`config.mk`:
```
export PLATFORM = sky130hd
export DESIGN_NAME = nearest_target_track_selector_core
export DESIGN_NICKNAME = d
export VERILOG_FILES = /design/src/rtl/core/ntts_pkg.sv /design/src/rtl/core/ntts_in_stage.sv /design/src/rtl/core/ntts_out_stage.sv /design/src/rtl/core/ntts_select.sv /design/src/rtl/core/nearest_target_track_selector_core.sv
export SDC_FILE = /design/constraint.sdc
export NUM_CORES = 2
export LEC_CHECK = 0
export ABC_AREA = 1
export BUFFER_PORTS_ARGS = -buffer_cell sky130_fd_sc_hd__buf_2
export CORE_UTILIZATION = 50
export DETAILED_ROUTE_END_ITERATION = 8
export PLACE_DENSITY = 0.66
export SYNTH_ARGS = -nofsm -noshare
export SYNTH_HDL_FRONTEND = slang
export SYNTH_SLANG_ARGS = --single-unit
export TNS_END_PERCENT = 1
```
`constraint.sdc`:
```
create_clock -name clk -period 15.5 [get_ports clk]
set_clock_uncertainty 0.15 [all_clocks]
set_input_delay 0.775 -clock clk [delete_from_list [all_inputs] [get_ports clk]]
set_output_delay 0.775 -clock clk [all_outputs]
set_load 0.1 [all_outputs]
```
`src/rtl/core/ntts_pkg.sv`:
```
// ----------------------------------------------------------------------------
// ntts_pkg
// Shared types and constants of the nearest target track selector.
// ----------------------------------------------------------------------------
package ntts_pkg;

    localparam int MAX_CANDIDATES = 64;
    localparam int POS_W          = $clog2(MAX_CANDIDATES + 1);
    localparam int IDX_W          = $clog2(MAX_CANDIDATES);

    localparam int COORD_W  = 16;
    localparam int DIST_W   = 2 * COORD_W + 1;
    localparam int DIM_W    = 12;
    localparam int THR_W    = 8;
    localparam int DET_W    = 8;
    localparam int LOST_W   = 9;
    localparam int TIDX_W   = 6;
    localparam int CFG_W    = 12;
    localparam int CFG_IDX_W = 2;

    localparam logic [THR_W-1:0] TRACKING_THRESHOLD_RST = 8'd3;
    localparam logic [THR_W-1:0] LOST_THRESHOLD_RST     = 8'd5;
    localparam logic [DIM_W-1:0] IMAGE_WIDTH_RST        = 12'd640;
    localparam logic [DIM_W-1:0] IMAGE_HEIGHT_RST       = 12'd480;

    typedef enum logic [CFG_IDX_W-1:0] {
        CFG_TRACKING_THRESHOLD,
        CFG_LOST_THRESHOLD,
        CFG_IMAGE_WIDTH,
        CFG_IMAGE_HEIGHT
    } cfg_reg_t;

    typedef enum logic [1:0] {
        ST_NO_TARGET,
        ST_TEMP_LOST,
        ST_DETECTED,
        ST_TRACKING
    } status_t;

    typedef struct packed {
        logic               frame_empty;
        logic [COORD_W-1:0] cand_x;
        logic [COORD_W-1:0] cand_y;
        logic               last_in_frame;
    } cand_word_t;

    typedef struct packed {
        status_t            status;
        logic               target_valid;
        logic [TIDX_W-1:0]  target_index;
        logic [COORD_W-1:0] target_x;
        logic [COORD_W-1:0] target_y;
    } result_word_t;

endpackage

```
`src/rtl/core/ntts_in_stage.sv`:
```
// ----------------------------------------------------------------------------
// ntts_in_stage
// Input register: holds one candidate word until the selector takes it.
// ----------------------------------------------------------------------------
module ntts_in_stage
    import ntts_pkg::*;
(
    input  logic       clk,
    input  logic       rst_n,
    input  logic       in_valid,
    output logic       in_stall,
    input  cand_word_t in_word,
    input  logic       advance,
    output logic       word_valid,
    output cand_word_t word
);

    logic       valid_reg;
    logic       valid_next;
    cand_word_t word_reg;
    logic       load;

    assign in_stall = valid_reg && !advance;
    assign load     = !valid_reg || advance;

    always_comb
    begin
        valid_next = valid_reg;
        if (load)
        begin
            valid_next = in_valid;
        end
    end

    always_ff @(posedge clk or negedge rst_n)
    begin
        if (!rst_n)
        begin
            valid_reg <= 1'b0;
        end
        else
        begin
            valid_reg <= valid_next;
        end
    end

    // payload needs no reset
    always_ff @(posedge clk)
    begin
        if (load && in_valid)
        begin
            word_reg <= in_word;
        end
    end

    assign word_valid = valid_reg;
    assign word       = word_reg;

endmodule

```
`src/rtl/core/ntts_out_stage.sv`:
```
// ----------------------------------------------------------------------------
// ntts_out_stage
// Result register: holds one result word until the sink takes it.
// ----------------------------------------------------------------------------
module ntts_out_stage
    import ntts_pkg::*;
(
    input  logic         clk,
    input  logic         rst_n,
    input  logic         res_valid,
    input  result_word_t res_word,
    output logic         out_free,
    output logic         out_valid,
    input  logic         out_stall,
    output result_word_t out_word
);

    logic         valid_reg;
    logic         valid_next;
    result_word_t word_reg;

    assign out_free = !valid_reg || !out_stall;

    always_comb
    begin
        valid_next = valid_reg;
        if (out_free)
        begin
            valid_next = res_valid;
        end
    end

    always_ff @(posedge clk or negedge rst_n)
    begin
        if (!rst_n)
        begin
            valid_reg <= 1'b0;
        end
        else
        begin
            valid_reg <= valid_next;
        end
    end

    always_ff @(posedge clk)
    begin
        if (out_free && res_valid)
        begin
            word_reg <= res_word;
        end
    end

    assign out_valid = valid_reg;
    assign out_word  = word_reg;

endmodule

```
`src/rtl/core/ntts_select.sv`:
```
// ----------------------------------------------------------------------------
// ntts_select
// Nearest candidate search, track state and configuration registers.
// ----------------------------------------------------------------------------
module ntts_select
    import ntts_pkg::*;
(
    input  logic                 clk,
    input  logic                 rst_n,
    input  logic                 cfg_we,
    input  logic [CFG_IDX_W-1:0] cfg_index,
    input  logic [CFG_W-1:0]     cfg_data,
    input  logic                 word_valid,
    input  cand_word_t           word,
    input  logic                 out_free,
    output logic                 res_valid,
    output result_word_t         res_word
);

    logic [THR_W-1:0]   tracking_thr_reg;
    logic [THR_W-1:0]   lost_thr_reg;
    logic [DIM_W-1:0]   image_width_reg;
    logic [DIM_W-1:0]   image_height_reg;

    logic               has_track_reg,   has_track_next;
    logic [COORD_W-1:0] track_x_reg,     track_x_next;
    logic [COORD_W-1:0] track_y_reg,     track_y_next;
    logic [DET_W-1:0]   detect_count_reg, detect_count_next;
    logic [LOST_W-1:0]  lost_count_reg,  lost_count_next;
    logic [POS_W-1:0]   frame_pos_reg,   frame_pos_next;
    logic [DIST_W-1:0]  best_dist_reg,   best_dist_next;
    logic [IDX_W-1:0]   best_index_reg,  best_index_next;
    logic [COORD_W-1:0] best_x_reg,      best_x_next;
    logic [COORD_W-1:0] best_y_reg,      best_y_next;

    logic                   step;
    logic [COORD_W-1:0]     ref_x;
    logic [COORD_W-1:0]     ref_y;
    logic [2*COORD_W-1:0]   dx_sq;
    logic [2*COORD_W-1:0]   dy_sq;
    logic [DIST_W-1:0]      cand_dist;
    logic                   in_range;
    logic                   take;
    logic [DET_W-1:0]       detect_inc;
    logic [LOST_W-1:0]      lost_inc;

    function automatic logic [2*COORD_W-1:0] sq_diff(
        input logic [COORD_W-1:0] a,
        input logic [COORD_W-1:0] b
    );
        logic [COORD_W-1:0] d;
        begin
            d = (a > b) ? (a - b) : (b - a);
            return d * d;
        end
    endfunction

    assign step = word_valid && out_free;

    // reference: stored track, or image centre (size * 8 in 1/16 pixel)
    assign ref_x = has_track_reg ? track_x_reg : COORD_W'({image_width_reg, 3'b000});
    assign ref_y = has_track_reg ? track_y_reg : COORD_W'({image_height_reg, 3'b000});

    assign dx_sq     = sq_diff(word.cand_x, ref_x);
    assign dy_sq     = sq_diff(word.cand_y, ref_y);
    assign cand_dist = DIST_W'(dx_sq) + DIST_W'(dy_sq);

    assign in_range = frame_pos_reg < POS_W'(MAX_CANDIDATES);
    // strict compare keeps the earliest candidate on a tie
    assign take     = in_range && ((frame_pos_reg == '0) || (cand_dist < best_dist_reg));

    assign detect_inc = (detect_count_reg == '1) ? detect_count_reg
                                                 : detect_count_reg + 1'b1;
    assign lost_inc   = (lost_count_reg == '1) ? lost_count_reg
                                               : lost_count_reg + 1'b1;

    always_comb
    begin
        has_track_next    = has_track_reg;
        track_x_next      = track_x_reg;
        track_y_next      = track_y_reg;
        detect_count_next = detect_count_reg;
        lost_count_next   = lost_count_reg;
        frame_pos_next    = frame_pos_reg;
        best_dist_next    = best_dist_reg;
        best_index_next   = best_index_reg;
        best_x_next       = best_x_reg;
        best_y_next       = best_y_reg;
        res_valid         = 1'b0;
        res_word          = '0;

        if (step)
        begin
            if (word.frame_empty)
            begin
                // drop any partial frame
                frame_pos_next    = '0;
                detect_count_next = '0;
                res_valid         = 1'b1;
                res_word.status   = ST_NO_TARGET;
                if (has_track_reg)
                begin
                    lost_count_next = lost_inc;
                    if (lost_inc <= LOST_W'(lost_thr_reg))
                    begin
                        res_word.status = ST_TEMP_LOST;
                    end
                    else
                    begin
                        has_track_next  = 1'b0;
                        lost_count_next = '0;
                    end
                end
            end
            else
            begin
                if (take)
                begin
                    best_dist_next  = cand_dist;
                    best_index_next = IDX_W'(frame_pos_reg);
                    best_x_next     = word.cand_x;
                    best_y_next     = word.cand_y;
                end
                if (in_range)
                begin
                    frame_pos_next = frame_pos_reg + 1'b1;
                end
                if (word.last_in_frame)
                begin
                    frame_pos_next          = '0;
                    track_x_next            = best_x_next;
                    track_y_next            = best_y_next;
                    has_track_next          = 1'b1;
                    lost_count_next         = '0;
                    detect_count_next       = detect_inc;
                    res_valid               = 1'b1;
                    res_word.status         = (detect_inc >= tracking_thr_reg) ? ST_TRACKING
                                                                               : ST_DETECTED;
                    res_word.target_valid   = 1'b1;
                    res_word.target_index   = TIDX_W'(best_index_next);
                    res_word.target_x       = best_x_next;
                    res_word.target_y       = best_y_next;
                end
            end
        end
    end

    always_ff @(posedge clk or negedge rst_n)
    begin
        if (!rst_n)
        begin
            tracking_thr_reg <= TRACKING_THRESHOLD_RST;
            lost_thr_reg     <= LOST_THRESHOLD_RST;
            image_width_reg  <= IMAGE_WIDTH_RST;
            image_height_reg <= IMAGE_HEIGHT_RST;
        end
        else if (cfg_we)
        begin
            case (cfg_reg_t'(cfg_index))
                CFG_TRACKING_THRESHOLD: tracking_thr_reg <= cfg_data[THR_W-1:0];
                CFG_LOST_THRESHOLD:     lost_thr_reg     <= cfg_data[THR_W-1:0];
                CFG_IMAGE_WIDTH:        image_width_reg  <= cfg_data[DIM_W-1:0];
                CFG_IMAGE_HEIGHT:       image_height_reg <= cfg_data[DIM_W-1:0];
                default:                ;
            endcase
        end
    end

    always_ff @(posedge clk or negedge rst_n)
    begin
        if (!rst_n)
        begin
            has_track_reg    <= 1'b0;
            track_x_reg      <= '0;
            track_y_reg      <= '0;
            detect_count_reg <= '0;
            lost_count_reg   <= '0;
            frame_pos_reg    <= '0;
            best_dist_reg    <= '0;
            best_index_reg   <= '0;
            best_x_reg       <= '0;
            best_y_reg       <= '0;
        end
        else
        begin
            has_track_reg    <= has_track_next;
            track_x_reg      <= track_x_next;
            track_y_reg      <= track_y_next;
            detect_count_reg <= detect_count_next;
            lost_count_reg   <= lost_count_next;
            frame_pos_reg    <= frame_pos_next;
            best_dist_reg    <= best_dist_next;
            best_index_reg   <= best_index_next;
            best_x_reg       <= best_x_next;
            best_y_reg       <= best_y_next;
        end
    end

    a_pos_bounded: assert property (@(posedge clk) disable iff (!rst_n)
        frame_pos_reg <= POS_W'(MAX_CANDIDATES))
        else $error("frame position beyond candidate limit");

    a_close_frame: assert property (@(posedge clk) disable iff (!rst_n)
        (step && !word.frame_empty && word.last_in_frame) |=>
        (has_track_reg && frame_pos_reg == '0 && lost_count_reg == '0))
        else $error("closed frame did not set up the track");

    a_no_track_no_loss: assert property (@(posedge clk) disable iff (!rst_n)
        !has_track_reg |-> (lost_count_reg == '0))
        else $error("loss count runs without a track");

    a_empty_clears: assert property (@(posedge clk) disable iff (!rst_n)
        (step && word.frame_empty) |=> (detect_count_reg == '0 && frame_pos_reg == '0))
        else $error("empty frame left detect count or position set");

endmodule

```
`src/rtl/core/nearest_target_track_selector_core.sv`:
```
// ----------------------------------------------------------------------------
// nearest_target_track_selector_core
// Path: the input register loads a closing input word on acceptance; selection
// then fills the result register from it once the result register is free, and
// the result word is presented from that register.
// Throughput: one input word per cycle while out_stall lets the result register
// drain; the squared distance and compare against the running best are combinational.
// Reset: configuration returns to 3 / 5 / 640 / 480, track state is cleared.
// ----------------------------------------------------------------------------
module nearest_target_track_selector_core
    import ntts_pkg::*;
(
    input  logic                 clk,
    input  logic                 rst_n,
    input  logic                 cfg_we,
    input  logic [CFG_IDX_W-1:0] cfg_index,
    input  logic [CFG_W-1:0]     cfg_data,
    input  logic                 in_valid,
    output logic                 in_stall,
    input  logic                 frame_empty,
    input  logic [COORD_W-1:0]   cand_x,
    input  logic [COORD_W-1:0]   cand_y,
    input  logic                 last_in_frame,
    output logic                 out_valid,
    input  logic                 out_stall,
    output logic [1:0]           status,
    output logic                 target_valid,
    output logic [TIDX_W-1:0]    target_index,
    output logic [COORD_W-1:0]   target_x,
    output logic [COORD_W-1:0]   target_y
);

    cand_word_t   in_word;
    cand_word_t   word;
    logic         word_valid;
    logic         out_free;
    logic         res_valid;
    result_word_t res_word;
    result_word_t out_word;

    assign in_word.frame_empty   = frame_empty;
    assign in_word.cand_x        = cand_x;
    assign in_word.cand_y        = cand_y;
    assign in_word.last_in_frame = last_in_frame;

    ntts_in_stage u_in_stage (
        .clk        (clk),
        .rst_n      (rst_n),
        .in_valid   (in_valid),
        .in_stall   (in_stall),
        .in_word    (in_word),
        .advance    (out_free),
        .word_valid (word_valid),
        .word       (word)
    );

    ntts_select u_select (
        .clk        (clk),
        .rst_n      (rst_n),
        .cfg_we     (cfg_we),
        .cfg_index  (cfg_index),
        .cfg_data   (cfg_data),
        .word_valid (word_valid),
        .word       (word),
        .out_free   (out_free),
        .res_valid  (res_valid),
        .res_word   (res_word)
    );

    ntts_out_stage u_out_stage (
        .clk       (clk),
        .rst_n     (rst_n),
        .res_valid (res_valid),
        .res_word  (res_word),
        .out_free  (out_free),
        .out_valid (out_valid),
        .out_stall (out_stall),
        .out_word  (out_word)
    );

    assign status       = out_word.status;
    assign target_valid = out_word.target_valid;
    assign target_index = out_word.target_index;
    assign target_x     = out_word.target_x;
    assign target_y     = out_word.target_y;

endmodule
```
==> metrics.cfg <==
[outcome]
outcome=finished, final reports clean

[sta]
hold_violations=0
drv_slew=0
rsz0062_at_grt=no
max_freq_ghz=0.0724
worst_pin_slew_ns=1.33
min_period_over_period_pct=89.2
fin_tns_setup_ns=0
post-route-min-period_ns=13.82
hold_ws_ns=0.00862
max_slew_margin_pct=11.0
finalSetupViolCount=0

[setup_path]
path_class=flip-flop to flip-flop
startpoint=u_select.has_track_reg$_DFFE_PN0P_
regToRegSetupSlack_ns=1.68
cp_max_fo=62
end_kind=flip-flop
cp_slowest_cell=xor2_1
reg2regPathDepth=50
path_common_cell=nand2_1
cp-start-kind=flip-flop
r2r-end=u_select.best_dist_reg[20]$_DFFE_PN0P_
worst-path-buf-inv=11
critPathTopFamily=adder cells
critPathRequiredTime_ns=15.73
crit_arrival_ns=14.05
r2r_start=u_select.has_track_reg$_DFFE_PN0P_
slowest_delay_ns=1.03
worstSetupPathDepth=50
critical_path.endpoint=u_select.best_dist_reg[20]$_DFFE_PN0P_

[synthesis]
ys_seq_area_share_pct=22.0
syn_area_sq_um=29600
syn_inst=3522
yosys_warnings=0
ys_ff_latch=244
yosysUniqueCellTypes=53
synth_nets=4272
synth_flop_cell=dfrtp_1
synth_edf_count=74
async_flop_share_pct=69.7
syn_area_per_cell_sq_um=8.39

[die]
start_util_pct=50.9
core_region_area_sq_um=58000
boundaryPins=96
die_y_um=245
dieWidth_um=245
die-area_sq_um=60100
rows=88

[cts]
root_buffer=clkbuf_16
cts_max_level=1
cts.repair.resized=0
cts_buffer_depth=3
tritoncts=built
numCtsBuffers=25
clock_sinks=244
clk_latency_ns=0.54
path_clk_slew_ns=0.06
postCtsHoldBufs=0
cts_setup_buffers=0

[global_route]
top_usage_layer=met2
grt_max_degree=70
antenna_found_initial=0
grtUsageMet2_pct=44.0
grtUsageMet3_pct=3.19
grt_pass1_vias=23100
grt_usage_pct=25.7
grt_pass1_wl_mm=121
overflow=0
met1_usage_pct=33.8

[cells_and_area]
mostFrequentLayoutCells=inv_1, nand2_1, fa_1
area_growth_pct=7.01
drive_gt1_share_pct=6.26
final_area_sq_um=31600
largest_reg_flops=40
layout_commonest_cell=inv_1
nFillCells=5460
fin_util_pct=54.5
layout.nets=4327
regArea_sq_um=6490
num_antenna_cells=0
multi_input_area_sq_um=19200

[drt]
drt_wl_total_mm=73.8
vias_per_cell=5.10
ant_nets=0
route.vias.total=22200
drc=0
wl_per_cell_um=16.9
drtPass1Iterations=7
drt_iter0_drc=1164

[worst_hold_path]
min_path_type=input pin to asynchronous set/reset pin

[place]
dpl.hpwl_mm=61.1
routabilityCongestion=0.908
numPortBuffers=95
placed_area_sq_um=30700

[flow_run]
cap_violations=0

## cell families (layout without fill, tap and decap cells)
family / after synthesis / in the layout / share of synthesized area [%]
xor+xnor: 91 / 91 / 2.93
flops: 244 / 244 / 22.0
buf+inv: 1000 / 1074 / 13.1
fa+ha+maj: 697 / 697 / 39.5
simple gates: 1068 / 1068 / 14.7
compound gates: 422 / 422 / 7.84
## layer usage
layer	up-vias	share of wire (%)
met5	-	0
met2	496	49
met3	128	4.5
met4	0	3.3
met1	10800	43
li1	10800	-
## worst min-delay path by stage
stage | cells after the start | to | slack, ns | start
after floorplan | 2 | u_select.track_x_reg[3]$_DFFE_PN0P_ | 0.29 | u_select.track_x_reg[3]$_DFFE_PN0P_
after global placement | 2 | u_select.track_x_reg[4]$_DFFE_PN0P_ | 0.31 | u_select.track_x_reg[4]$_DFFE_PN0P_
after detailed placement | 2 | u_select.track_x_reg[5]$_DFFE_PN0P_ | 0.31 | u_select.track_x_reg[5]$_DFFE_PN0P_
after CTS | 1 | u_select.lost_count_reg[1]$_DFFE_PN0P_ | 0.02 | rst_n
after global routing | 1 | u_select.image_width_reg[6]$_DFFE_PN0P_ | 0.04 | rst_n
final | 1 | u_select.lost_count_reg[1]$_DFFE_PN0P_ | 0.009 | rst_n
## stage by stage
step                      setup WS (ns)  instances
after floorplan                    5.03       3522
final                              1.68       4361
after CTS                          1.79       4361
after detailed placement           1.84       4315
after global placement             1.93       4315
after global routing              0.553       4361
## area by class of cell
cell class                 count  share of cell area, %
tap                          765                   3.03
clock buffer                  33                   2.24
inverter                     909                   10.8
timing repair buffer         119                   2.09
multi-input combinational   2278                   60.8
clock inverter                13                  0.574
sequential                   244                   20.5
## Yosys cell counts, drive strengths merged (4+ instances only)
library cell / count / area [sq um]
inv: 908 / 3410
nand2: 605 / 2290
clkbuf: 44 / 165
dfrtp: 160 / 4000
edfxtp: 74 / 2220
xor2: 75 / 724
buf: 47 / 285
a21boi: 4 / 30.0
nor4: 6 / 37.5
or2: 6 / 37.5
o21ai: 237 / 1220
a31oi: 6 / 52.6
nand4: 12 / 75.1
nor3: 32 / 165
dfstp: 10 / 263
o21bai: 11 / 82.6
nor2: 270 / 1040
xnor2: 16 / 140
o21a: 7 / 52.6
a21oi: 127 / 639
o2111ai: 8 / 70.1
ha: 305 / 3820
o211ai: 5 / 37.5
nand3: 131 / 666
a21o: 8 / 60.1
fa: 392 / 7850
Power is not shown: default switching activity piles up to over one toggle a cycle in this logic, so the estimate is an artifact.
